==> config.mk <==
export PLATFORM = sky130hd
export DESIGN_NAME = positional_list_engine_unit
export DESIGN_NICKNAME = d
export VERILOG_FILES = /design/src/rtl/ple_pkg.sv /design/src/rtl/ple_ram.sv /design/src/rtl/positional_list_engine_unit.sv
export SDC_FILE = /design/constraint.sdc
export NUM_CORES = 1
export LEC_CHECK = 0
export CORE_MARGIN = 2
export CORE_UTILIZATION = 55
export CTS_BUF_LIST = sky130_fd_sc_hd__clkbuf_4 sky130_fd_sc_hd__clkbuf_8 sky130_fd_sc_hd__clkbuf_16
export DETAILED_ROUTE_END_ITERATION = 10
export DONT_BUFFER_PORTS = 1
export PLACE_DENSITY_LB_ADDON = 0.08
export SYNTH_ARGS = -nofsm -noshare
export SYNTH_HDL_FRONTEND = slang
export SYNTH_SLANG_ARGS = --single-unit
==> constraint.sdc <==
create_clock -name clk -period 4.8 [get_ports clk]
set_input_delay 0.48 -clock clk [delete_from_list [all_inputs] [get_ports clk]]
set_output_delay 0.48 -clock clk [all_outputs]
set_load 0.02 [all_outputs]
==> src/rtl/ple_pkg.sv <==
`default_nettype none

package ple_pkg;

  // Field widths of the transaction ports
  localparam int MODE_W   = 2;
  localparam int POS_W    = 6;
  localparam int VALUE_W  = 32;
  localparam int STATUS_W = 2;
  localparam int COUNT_W  = 6;

  // Default sizing of the store
  localparam int CAPACITY_DEF   = 32;
  localparam int DATA_WIDTH_DEF = 32;

  typedef logic [MODE_W-1:0]   mode_t;
  typedef logic [STATUS_W-1:0] status_t;

  // Operation codes
  localparam mode_t MODE_INSERT = 2'd0;
  localparam mode_t MODE_DELETE = 2'd1;
  localparam mode_t MODE_READ   = 2'd2;

  // Result status codes
  localparam status_t STATUS_OK      = 2'd0;
  localparam status_t STATUS_BAD_POS = 2'd1;
  localparam status_t STATUS_FULL    = 2'd2;

endpackage

`default_nettype wire

==> src/rtl/ple_ram.sv <==
`default_nettype none

module ple_ram #(
  parameter int WIDTH = 32,
  parameter int DEPTH = 32
) (
  input  wire logic                     clk,
  input  wire logic                     we,
  input  wire logic [$clog2(DEPTH)-1:0] waddr,
  input  wire logic [WIDTH-1:0]         wdata,
  input  wire logic [$clog2(DEPTH)-1:0] raddr,
  output logic      [WIDTH-1:0]         rdata
);

  logic [WIDTH-1:0] mem [DEPTH];

  // Write one entry, read one entry with registered data
  always_ff @(posedge clk) begin
    if (we) begin
      mem[waddr] <= wdata;
    end
    rdata <= mem[raddr];
  end

endmodule

`default_nettype wire

==> src/rtl/positional_list_engine_unit.sv <==
`default_nettype none

// Ordered list store with insert/delete at a 1-based position and full read-out.
// Input channel (in_valid/in_stall): mode, position, value. A transaction is taken
// only while the sequencer is idle; in_stall is high for the whole time one
// operation runs.
// Output channel (out_valid/out_stall): status, element_count, element_value,
// has_element, last_of_run. Results sit in an output register, so the next input
// transaction can be taken while the last result still waits on out_stall.
// While in_stall is high the sequencer runs one operation step by step:
//   insert: entries from the last down to the position move back one at a time,
//   each read and then written, then the value is written in its place
//   delete: entries after the position move forward one at a time
//   read-out: each stored entry is read, then loaded into the output register
// Errors and empty read-out go straight to the result. The steps follow from the
// entry memory (one write port, registered read) and the shared index adder that
// steps the sequencer. An output stall holds read-out at the pending entry.
// Reset empties the list (count to zero) and drops any pending result; entry
// memory is not cleared, entries beyond the count are never read.
module positional_list_engine_unit
  import ple_pkg::*;
#(
  parameter int CAPACITY   = CAPACITY_DEF,
  parameter int DATA_WIDTH = DATA_WIDTH_DEF
) (
  input  wire logic               clk,
  input  wire logic               rst,
  input  wire logic               in_valid,
  output logic                    in_stall,
  input  wire logic [MODE_W-1:0]  mode,
  input  wire logic [POS_W-1:0]   position,
  input  wire logic [VALUE_W-1:0] value,
  output logic                    out_valid,
  input  wire logic               out_stall,
  output logic [STATUS_W-1:0]     status,
  output logic [COUNT_W-1:0]      element_count,
  output logic [VALUE_W-1:0]      element_value,
  output logic                    has_element,
  output logic                    last_of_run
);

  localparam int AW = $clog2(CAPACITY);
  localparam int CW = $clog2(CAPACITY + 1);
  localparam int PW = ((CW > POS_W) ? CW : POS_W) + 1;

  localparam logic [2:0] S_IDLE     = 3'd0;
  localparam logic [2:0] S_INS_RD   = 3'd1;
  localparam logic [2:0] S_INS_WR   = 3'd2;
  localparam logic [2:0] S_DEL_RD   = 3'd3;
  localparam logic [2:0] S_DEL_WR   = 3'd4;
  localparam logic [2:0] S_OUT_RD   = 3'd5;
  localparam logic [2:0] S_OUT_DATA = 3'd6;
  localparam logic [2:0] S_RESP     = 3'd7;

  logic [2:0]            state, state_next;
  logic [CW-1:0]         cnt, cnt_next;
  logic [AW-1:0]         idx, idx_next;
  logic [AW-1:0]         tgt, tgt_next;
  logic [DATA_WIDTH-1:0] val_r, val_next;
  status_t               resp_status, resp_status_next;

  logic                  ram_we;
  logic [AW-1:0]         ram_waddr;
  logic [DATA_WIDTH-1:0] ram_wdata;
  logic [AW-1:0]         ram_raddr;
  logic [DATA_WIDTH-1:0] ram_rdata;

  logic                  step_dec;
  logic [CW-1:0]         step_sum;
  logic [PW-1:0]         pos_x;
  logic [PW-1:0]         cnt_x;
  logic                  ins_bad;
  logic                  del_bad;
  logic                  is_full;
  logic                  accept;
  logic                  out_free;
  logic                  out_load;
  logic                  out_has;
  logic                  out_last;
  status_t               out_status;
  logic [DATA_WIDTH-1:0] out_data;

  logic [DATA_WIDTH+VALUE_W-1:0] value_ext;
  logic [DATA_WIDTH+VALUE_W-1:0] rdata_ext;

  ple_ram #(
    .WIDTH (DATA_WIDTH),
    .DEPTH (CAPACITY)
  ) u_ram (
    .clk   (clk),
    .we    (ram_we),
    .waddr (ram_waddr),
    .wdata (ram_wdata),
    .raddr (ram_raddr),
    .rdata (ram_rdata)
  );

  // Shared index unit: step up for delete and read-out, down for insert
  assign step_dec = (state == S_INS_RD) || (state == S_INS_WR);
  assign step_sum = step_dec ? (CW'(idx) - CW'(1)) : (CW'(idx) + CW'(1));

  // Position checks against the current count
  assign pos_x   = PW'(position);
  assign cnt_x   = PW'(cnt);
  assign ins_bad = (position == '0) || (pos_x > (cnt_x + PW'(1)));
  assign del_bad = (position == '0) || (pos_x > cnt_x);
  assign is_full = (cnt == CW'(CAPACITY));

  // Fit the input value into the storage width and the result value to the port
  assign value_ext = {{DATA_WIDTH{1'b0}}, value};
  assign rdata_ext = {{VALUE_W{1'b0}}, out_data};

  assign in_stall = (state != S_IDLE);
  assign accept   = in_valid && !in_stall;
  assign out_free = !out_valid || !out_stall;

  // Sequencer
  always_comb begin
    state_next       = state;
    cnt_next         = cnt;
    idx_next         = idx;
    tgt_next         = tgt;
    val_next         = val_r;
    resp_status_next = resp_status;
    ram_we           = 1'b0;
    ram_waddr        = idx;
    ram_wdata        = ram_rdata;
    ram_raddr        = idx;
    out_load         = 1'b0;
    out_has          = 1'b0;
    out_last         = 1'b1;
    out_status       = resp_status;
    out_data         = '0;
    unique case (state)
      S_IDLE: begin
        if (accept) begin
          unique case (mode)
            MODE_INSERT: begin
              if (ins_bad) begin
                resp_status_next = STATUS_BAD_POS;
                state_next       = S_RESP;
              end else if (is_full) begin
                resp_status_next = STATUS_FULL;
                state_next       = S_RESP;
              end else begin
                idx_next   = AW'(cnt);
                tgt_next   = AW'(position - POS_W'(1));
                val_next   = value_ext[DATA_WIDTH-1:0];
                state_next = S_INS_RD;
              end
            end
            MODE_DELETE: begin
              if (del_bad) begin
                resp_status_next = STATUS_BAD_POS;
                state_next       = S_RESP;
              end else begin
                idx_next   = AW'(position - POS_W'(1));
                state_next = S_DEL_RD;
              end
            end
            MODE_READ: begin
              idx_next = '0;
              if (cnt == '0) begin
                resp_status_next = STATUS_OK;
                state_next       = S_RESP;
              end else begin
                state_next = S_OUT_RD;
              end
            end
            default: begin
              resp_status_next = STATUS_BAD_POS;
              state_next       = S_RESP;
            end
          endcase
        end
      end
      // Insert: move entries back one at a time, then drop the value in place
      S_INS_RD: begin
        ram_raddr = step_sum[AW-1:0];
        if (idx == tgt) begin
          ram_we           = 1'b1;
          ram_wdata        = val_r;
          cnt_next         = cnt + CW'(1);
          resp_status_next = STATUS_OK;
          state_next       = S_RESP;
        end else begin
          state_next = S_INS_WR;
        end
      end
      S_INS_WR: begin
        ram_we     = 1'b1;
        idx_next   = step_sum[AW-1:0];
        state_next = S_INS_RD;
      end
      // Delete: pull later entries forward to close the gap
      S_DEL_RD: begin
        ram_raddr = step_sum[AW-1:0];
        if (step_sum < cnt) begin
          state_next = S_DEL_WR;
        end else begin
          cnt_next         = cnt - CW'(1);
          resp_status_next = STATUS_OK;
          state_next       = S_RESP;
        end
      end
      S_DEL_WR: begin
        ram_we     = 1'b1;
        idx_next   = step_sum[AW-1:0];
        state_next = S_DEL_RD;
      end
      // Read-out: fetch one entry, hold it until the output register frees
      S_OUT_RD: begin
        state_next = S_OUT_DATA;
      end
      S_OUT_DATA: begin
        if (out_free) begin
          out_load   = 1'b1;
          out_has    = 1'b1;
          out_last   = (step_sum == cnt);
          out_status = STATUS_OK;
          out_data   = ram_rdata;
          if (step_sum == cnt) begin
            state_next = S_IDLE;
          end else begin
            idx_next   = step_sum[AW-1:0];
            state_next = S_OUT_RD;
          end
        end
      end
      // Single result for insert, delete, errors and empty read-out
      S_RESP: begin
        if (out_free) begin
          out_load   = 1'b1;
          state_next = S_IDLE;
        end
      end
      default: begin
        state_next = S_IDLE;
      end
    endcase
  end

  // Control state
  always_ff @(posedge clk) begin
    if (rst) begin
      state <= S_IDLE;
      cnt   <= '0;
    end else begin
      state <= state_next;
      cnt   <= cnt_next;
    end
  end

  // Working registers
  always_ff @(posedge clk) begin
    idx         <= idx_next;
    tgt         <= tgt_next;
    val_r       <= val_next;
    resp_status <= resp_status_next;
  end

  // Output register: load a result, drop it once taken
  always_ff @(posedge clk) begin
    if (rst) begin
      out_valid <= 1'b0;
    end else if (out_load) begin
      out_valid <= 1'b1;
    end else if (!out_stall) begin
      out_valid <= 1'b0;
    end
  end

  always_ff @(posedge clk) begin
    if (out_load) begin
      status        <= out_status;
      element_count <= COUNT_W'(cnt);
      element_value <= rdata_ext[VALUE_W-1:0];
      has_element   <= out_has;
      last_of_run   <= out_last;
    end
  end

`ifndef SYNTH
  // Count never runs past the store size
  a_cnt_bound: assert property (@(posedge clk) disable iff (rst)
    cnt <= CW'(CAPACITY))
    else $error("list count above capacity");

  // Count moves only on the cycle that commits an insert or delete
  a_cnt_commit: assert property (@(posedge clk) disable iff (rst)
    !$past(rst) && (cnt != $past(cnt)) |-> (state == S_RESP))
    else $error("list count changed outside a commit");

  // Read-out never writes the entry memory
  a_readout_no_write: assert property (@(posedge clk) disable iff (rst)
    ((state == S_OUT_RD) || (state == S_OUT_DATA)) |-> !ram_we)
    else $error("entry write during read-out");

  // A result carrying an entry always reports success
  a_elem_ok: assert property (@(posedge clk) disable iff (rst)
    out_valid && has_element |-> (status == STATUS_OK))
    else $error("entry result with error status");
`endif

endmodule

`default_nettype wire
# Word level (Yosys, flattened, before mapping)
# Memory sizes are Yosys's and may differ from the RTL's. A register that Yosys moved wholly into a read port is not among the register bits.
# Index checks and enable logic that the tools add are counted.
# W data, S select, Z words.
[classes]
n_addsub = 6
order_cmp = 3
n_eq_ne = 26
muxes = 46
bitwise_logic = 2
reduce_logical = 25
[ops]
columns = ["op", "count"]
rows = [
  ["$mux W32", 2],
  ["$mux W5", 7],
  ["$pmux W5 S3", 2],
  ["$mux W3", 8],
  ["$pmux W3 S8", 1],
  ["$mux W2", 11],
  ["$mux W6", 3],
  ["$ne A3 B3 Y1 const B", 5],
  ["$eq A3 B3 Y1 const B", 4],
  ["$logic_not A6 Y1", 2],
  ["$pmux W2 S3", 2],
  ["$pmux W6 S2", 1],
  ["$ne A2 B2 Y1 const B", 5],
  ["$pmux W3 S3", 1],
  ["$reduce_bool A3 Y1", 3],
  ["$reduce_and A8 Y1", 1],
  ["$add A6 B1 Y7 const B", 1],
  ["$gt A6 B7 Y1", 1],
  ["$mux W1", 7],
  ["$reduce_and A7 Y1", 1],
  ["$add A5 B1 Y6 const B", 1],
  ["$add A6 B1 Y6 const B", 1],
  ["$eq A3 B2 Y1 const B", 2],
  ["$eq A6 B6 Y1", 1],
  ["25 further kinds", 35],
]
[totals]
reg_bits = 96
ramBits = 1024
in_bits = 44
output_inout_bits = 44
elab_cells = 121
memories = 1
[mem_list]
columns = ["name", "depth", "word_bits", "rd", "rd_clocked_by_memory_dff", "wr", "line_no", "rtl"]
rows = [
  ["u_ram.mem", 32, 32, 1, 1, 1, "ple_ram.sv:15", "logic [WIDTH-1:0] mem [DEPTH];"],
]

# Logic depth before layout (Yosys ltp)
[logic_depth]
word_depth = 7
mapped_depth = 18
mapped_depth_nobuf = 15

# By module
# From an unflattened synthesis, not the netlist that was laid out.
[hier_totals]
cells_unflattened = 2674
hier_area_um2 = 45551.2
[modules_own_cells]
columns = ["mod", "instances", "cells_each", "area_each_um2", "seq_area_each_um2"]
rows = [
  ["ple_ram", 1, 2260, 40492.6, 31390.1],
  ["positional_list_engine_unit", 1, 414, 5058.6, 2782.7],
]

# Worst setup path after synthesis
# No wires, ideal clock.
[synth_path]
path_kind = "reg-to-reg"
start = "register state[1]"
end = "register resp_status[0] (enable)"
setup_ns = 0.344
arrival_ns = 3.828
required_time_ns = 4.456
setup_slack_ns = 0.628
stages_incl_launch_ff = 16
path_buffers = 3
synth_period_minus_slack_ns = 4.172
cell_sequence = "dfxtp_1 -> clkbuf_1 -> nand2b_1 -> a21oi_1 -> inv_1 -> fa_1 -> buf_2 -> buf_1 -> inv_1 -> ha_1 -> nor2b_1 -> o21a_1 -> o2111ai_1 -> a311oi_4 -> inv_1 -> a221oi_1"
[synth_via]
elab_chain_len = 6
elab_cells_between_ends = 18
classes_between = "order compare: 1; eq/ne: 9; mux: 1; reduce/logical: 7"
[synth_rtl]
columns = ["item", "line_no", "rtl"]
rows = [
  ["from (decl)", "positional_list_engine_unit.sv:55", "logic [2:0] state, state_next;"],
  ["from (signal assigned)", "positional_list_engine_unit.sv:249", "state <= state_next;"],
  ["$eq A3 B1 Y1 or $eq A3 B2 Y1 (tied branches)", "positional_list_engine_unit.sv:99, positional_list_engine_unit.sv:134", ""],
  ["$logic_or A1 B1 Y1", "positional_list_engine_unit.sv:99", "assign step_dec = (state == S_INS_RD) || (state == S_INS_WR);"],
  ["$mux W6", "positional_list_engine_unit.sv:100", "assign step_sum = step_dec ? (CW'(idx) - CW'(1)) : (CW'(idx) + CW'(1));"],
  ["$lt A6 B6 Y1", "positional_list_engine_unit.sv:198", "if (step_sum < cnt) begin"],
  ["$ne A2 B2 Y1 (no source line)", "n/a", ""],
  ["$reduce_and A7 Y1 (no source line) (*)", "n/a", ""],
  ["to (signal assigned)", "positional_list_engine_unit.sv:259", "resp_status <= resp_status_next;"],
  ["to (decl)", "positional_list_engine_unit.sv:60", "status_t resp_status, resp_status_next;"],
]
# Mark *: on every way between the ends. The rest lies on a longest branch, timed or not.
# A chain may end at the register's enable or synchronous reset.

# Worst setup path in the final report
[layout_path]
start = "register idx[1]"
end = "memory u_ram.mem[28][8] (enable)"
[layout_via]
elab_chain_len = 5
[layout_rtl]
columns = ["item", "line_no", "rtl"]
rows = [
  ["from (decl)", "positional_list_engine_unit.sv:57", "logic [AW-1:0] idx, idx_next;"],
  ["from (signal assigned)", "positional_list_engine_unit.sv:256", "idx <= idx_next;"],
  ["$eq A5 B5 Y1", "positional_list_engine_unit.sv:180", "if (idx == tgt) begin"],
  ["$mux W1", "positional_list_engine_unit.sv:180", ""],
  ["$pmux W1 S2", "positional_list_engine_unit.sv:134", "unique case (state)"],
  ["$mux W1", "ple_ram.sv:19", "if (we) begin"],
  ["$mux W1 (not written as such)", "ple_ram.sv:20", "mem[waddr] <= wdata;"],
  ["to (decl)", "ple_ram.sv:15", ""],
]
# Parallel ways exist; a longest one is shown, timed or not.

==> load_flow_metrics.sql <==
INSERT INTO impl_metrics (metric_group, metric, value, unit) VALUES
('sta', 'worst_hold_slack', '42.24', 'ps'),
('route', 'route.vias.total', '28140', ''),
('worst_setup_path', 'crit_path_max_fanout', '25', ''),
('worst_setup_path', 'source_of_the_critical_timing_path', 'idx[1]$_DFFE_PP_', ''),
('synth', 'postSynth.asyncResetShare', '0', '%'),
('finish', 'flow.area_growth_from_synthesis', '12.86', '%'),
('floorplanning', 'die-height', '301.7', 'um'),
('cts', 'cts_tree', 'done', ''),
('finish', 'ff_latch_area', '34170', 'um^2'),
('route', 'vias_per_cell', '6.501', ''),
('worst_setup_path', 'cpMaxStageDelayCell', 'sky130_fd_sc_hd__nor2_4', ''),
('floorplanning', 'row_count', '109', ''),
('floorplanning', 'core_ar', '88100', 'um^2'),
('sta', 'clock_period_minus_worst_slack', '4172', 'ps'),
('sta', 'final_hold_viol_count', '0', ''),
('synth', 'ys_seq_elements', '1152', ''),
('sta', 'tns', '0', 'ps'),
('sta', 'worst_relative_slew_slack', '24.46', '%'),
('synth', 'ys.warnings.count', '0', ''),
('cts', 'cts_hold_repair.buffers', '34', ''),
('synth', 'syn-cell-area', '48760', 'um^2'),
('worst_setup_path', 'critical-path-top-cell-by-count', 'sky130_fd_sc_hd__buf_4', ''),
('placement', 'globalplace.congestion', '0.8295', ''),
('worst_setup_path', 'timing.critical_path.cells', 'buf_4 > xor2_1 > nor3_1 > a41oi_1 > nor2_1 > nand2_1 > nor2_4 > buf_4', ''),
('global_route', 'grt_pass1_vias', '28280', ''),
('finish', 'final_layout_size_suffix_gt1_share', '19.73', '%'),
('placement', 'dpl_worst_slack', '598.3', 'ps'),
('pwr', 'power-per-cell-area', '706.7', 'nW/um^2'),
('worst_setup_path', 'worst_setup_path_start_kind', 'register', ''),
('cts', 'clock_latency', '700', 'ps'),
('worst_setup_path', 'regToRegEndpoint', 'u_ram.mem[28][8]$_DFFE_PP_', ''),
('cts', 'clkSlewWorstSetupHoldPaths', '60', 'ps'),
('cts', 'cts_buffer_depth', '3', ''),
('synth', 'post_synth_main_area_contributors', 'sky130_fd_sc_hd__edfxtp_1, sky130_fd_sc_hd__mux4_2, sky130_fd_sc_hd__o211ai_1', ''),
('worst_setup_path', 'cp-end-kind', 'register', ''),
('worst_setup_path', 'regToRegSetupSlack', '630', 'ps'),
('finish', 'total_area_of_multi_input_combinational_cells', '13290', 'um^2'),
('cts', 'postCtsSetupBuffers', '0', ''),
('floorplanning', 'initial_utilization', '55.34', '%'),
('cts', 'numCtsBuffers', '116', ''),
('route', 'drt_iter0_drc', '3632', ''),
('sta', 'finalSetupViolCount', '0', ''),
('global_route', 'overflow', '0', ''),
('sta', 'timing.fmax', '0.2397', 'GHz'),
('worst_setup_path', 'critical_path_buf_inv_count', '2', ''),
('pwr', 'design_power_total', '38.89', 'mW'),
('worst_setup_path', 'critical_path_arrival', '4570', 'ps'),
('synth', 'postSynthCellCount', '3003', ''),
('worst_setup_path', 'rr_worst_depth', '8', ''),
('flow_run', 'drv.max_cap_violation_count', '0', ''),
('min_path', 'hold_path_class', 'in2reg', ''),
('sta', 'post-route-period-util', '86.91', '%'),
('placement', 'dp_hpwl', '75.07', 'mm'),
('global_route', 'grt_start_max_net_pins', '143', ''),
('route', 'route.detailed.wl_per_inst', '30.05', 'um'),
('route', 'route.detailed.drc', '0', ''),
('status', 'outcome', 'finished, final reports clean', ''),
('floorplanning', 'top_level_i_o_count', '88', ''),
('sta', 'rsz0062_at_grt', 'false', ''),
('finish', 'design.final.nets', '3142', ''),
('sta', 'clock_skew', '14.59', 'ps'),
('cts', 'h-tree-depth', '3', ''),
('sta', 'final.setup.worst_slack', '628.2', 'ps'),
('worst_setup_path', 'worst_path_top_cell_family_by_delay', 'simple AND/OR/NAND/NOR gates', ''),
('pwr', 'p_leak', '17.94', 'nW'),
('worst_setup_path', 'cpPeakStageDelay', '840', 'ps'),
('global_route', 'grt_antenna_before_repair', '3', ''),
('route', 'detail_route.first_pass.iterations', '6', ''),
('floorplanning', 'floorplan.die_area', '91050', 'um^2'),
('global_route', 'grt_pass1_wl', '190.4', 'mm'),
('sta', 'worst-slew-pin-transition', '1133', 'ps');
-- layer usage --
layer	vias up	share of wire [%]	track usage, %
li1	11970	-	-
met1	14670	41	41.36
met2	1255	48	46.03
met3	235	7.8	4.755
met4	0	3.0	9.158
met5	-	0	0
-- how the worst min path moves through the flow --
stage                                       start                         endpoint  slack (ps)  cells past startpoint
after floorplan               cnt[2]$_SDFFE_PP0P_       element_count[2]$_DFFE_PP_         430                      0
after global placement    u_ram.rdata[30]$_DFF_P_  element_value[30]$_SDFFCE_PN0P_         520                      1
after detailed placement  u_ram.rdata[20]$_DFF_P_  element_value[20]$_SDFFCE_PN0P_         520                      1
after CTS                             position[4]                 tgt[4]$_DFFE_PP_           9                      1
after global routing                  position[2]                 tgt[2]$_DFFE_PP_          40                      1
final                                 position[2]                 tgt[2]$_DFFE_PP_          40                      1
-- Yosys cell counts, drive strengths merged (19+ instances only) --
library cell  instances
o21ai                19
mux4                190
nand2               340
nor2b                42
edfxtp             1110
a21oi                25
mux2                 65
mux2i                41
a31oi                37
o211ai              194
clkbuf               84
and2                 34
nor2                 60
a32o                 33
dfxtp                42
buf                 123
a211oi               37
nand3               139
a32oi                31
o2111ai              32
ha                   34
nor4                 33
inv                 154
-- cells by family (layout without fill, tap and decap cells) --
logic type	after synthesis	in the layout	share of synthesized area [%]
other	0	1	0
AOI/OAI and AO/OA	449	449	7.154
DFF	1152	1152	70.08
buffers and inverters	361	520	3.392
and+or+nand+nor	688	688	6.864
adders and majority gates	36	36	0.9546
muxes	296	296	11.12
xor gates and xnor gates	21	21	0.4311
-- sequential cells by signal, summed over array words and instances (netlist names), 2 cells and up --
signal	flops
u_ram.mem	1024
resp_status	2
status	2
cnt	6
state	3
element_value	32
element_count	6
u_ram.rdata	32
idx	5
val_r	32
tgt	5
-- area by class of cell --
| type | instances | share of cell area [%] |
|---|---|---|
| flip-flops and latches | 1152 | 62.10 |
| well taps | 1165 | 2.649 |
| multi-input cells | 1490 | 24.15 |
| repair buffers | 148 | 2.833 |
| diodes | 1 | 0.004547 |
| clock inverters | 60 | 1.139 |
| inverters | 154 | 1.050 |
| clock buffers | 158 | 6.077 |
-- placed cells by master, fill, tap and decap left out, types with 9 or more instances in the layout --
cell,n
sky130_fd_sc_hd__a211oi_1,36
sky130_fd_sc_hd__a21oi_1,24
sky130_fd_sc_hd__a31oi_1,37
sky130_fd_sc_hd__a32o_1,33
sky130_fd_sc_hd__a32oi_1,31
sky130_fd_sc_hd__and2_1,34
sky130_fd_sc_hd__buf_12,29
sky130_fd_sc_hd__buf_4,85
sky130_fd_sc_hd__bufinv_16,12
sky130_fd_sc_hd__clkbuf_16,120
sky130_fd_sc_hd__clkbuf_4,29
sky130_fd_sc_hd__clkbuf_8,9
sky130_fd_sc_hd__clkinv_1,19
sky130_fd_sc_hd__clkinv_2,19
sky130_fd_sc_hd__dfxtp_1,42
sky130_fd_sc_hd__dlygate4sd3_1,34
sky130_fd_sc_hd__edfxtp_1,1110
sky130_fd_sc_hd__ha_1,34
sky130_fd_sc_hd__inv_1,152
sky130_fd_sc_hd__mux2_1,35
sky130_fd_sc_hd__mux2_2,30
sky130_fd_sc_hd__mux2i_1,41
sky130_fd_sc_hd__mux4_2,190
sky130_fd_sc_hd__nand2_1,340
sky130_fd_sc_hd__nand3_1,139
sky130_fd_sc_hd__nor2_1,28
sky130_fd_sc_hd__nor2_4,32
sky130_fd_sc_hd__nor2b_1,40
sky130_fd_sc_hd__nor4_2,31
sky130_fd_sc_hd__o2111ai_1,32
sky130_fd_sc_hd__o211ai_1,194
sky130_fd_sc_hd__o21ai_0,15
sky130_fd_sc_hd__xnor2_1,11
-- metrics by stage --
| step | area [um^2] | utilization (%) | instances |
|---|---|---|---|
| floorplan | 48760 | - | 3003 |
| global placement | 50720 | 57.57 | 4075 |
| detailed placement | 50720 | 57.57 | 4075 |
| CTS | 55030 | 62.46 | 4327 |
| global route | 55030 | 62.46 | 4327 |
| finish | 55030 | 62.46 | 4328 |
-- power breakdown --
group / switching (mW) / internal, mW
logic: 10.3 / 5.74
clock network: 3.78 / 5.51
registers: 0.433 / 13.1
total: 14.5 / 24.4
No activity file was read; power rests on OpenSTA's default activity.
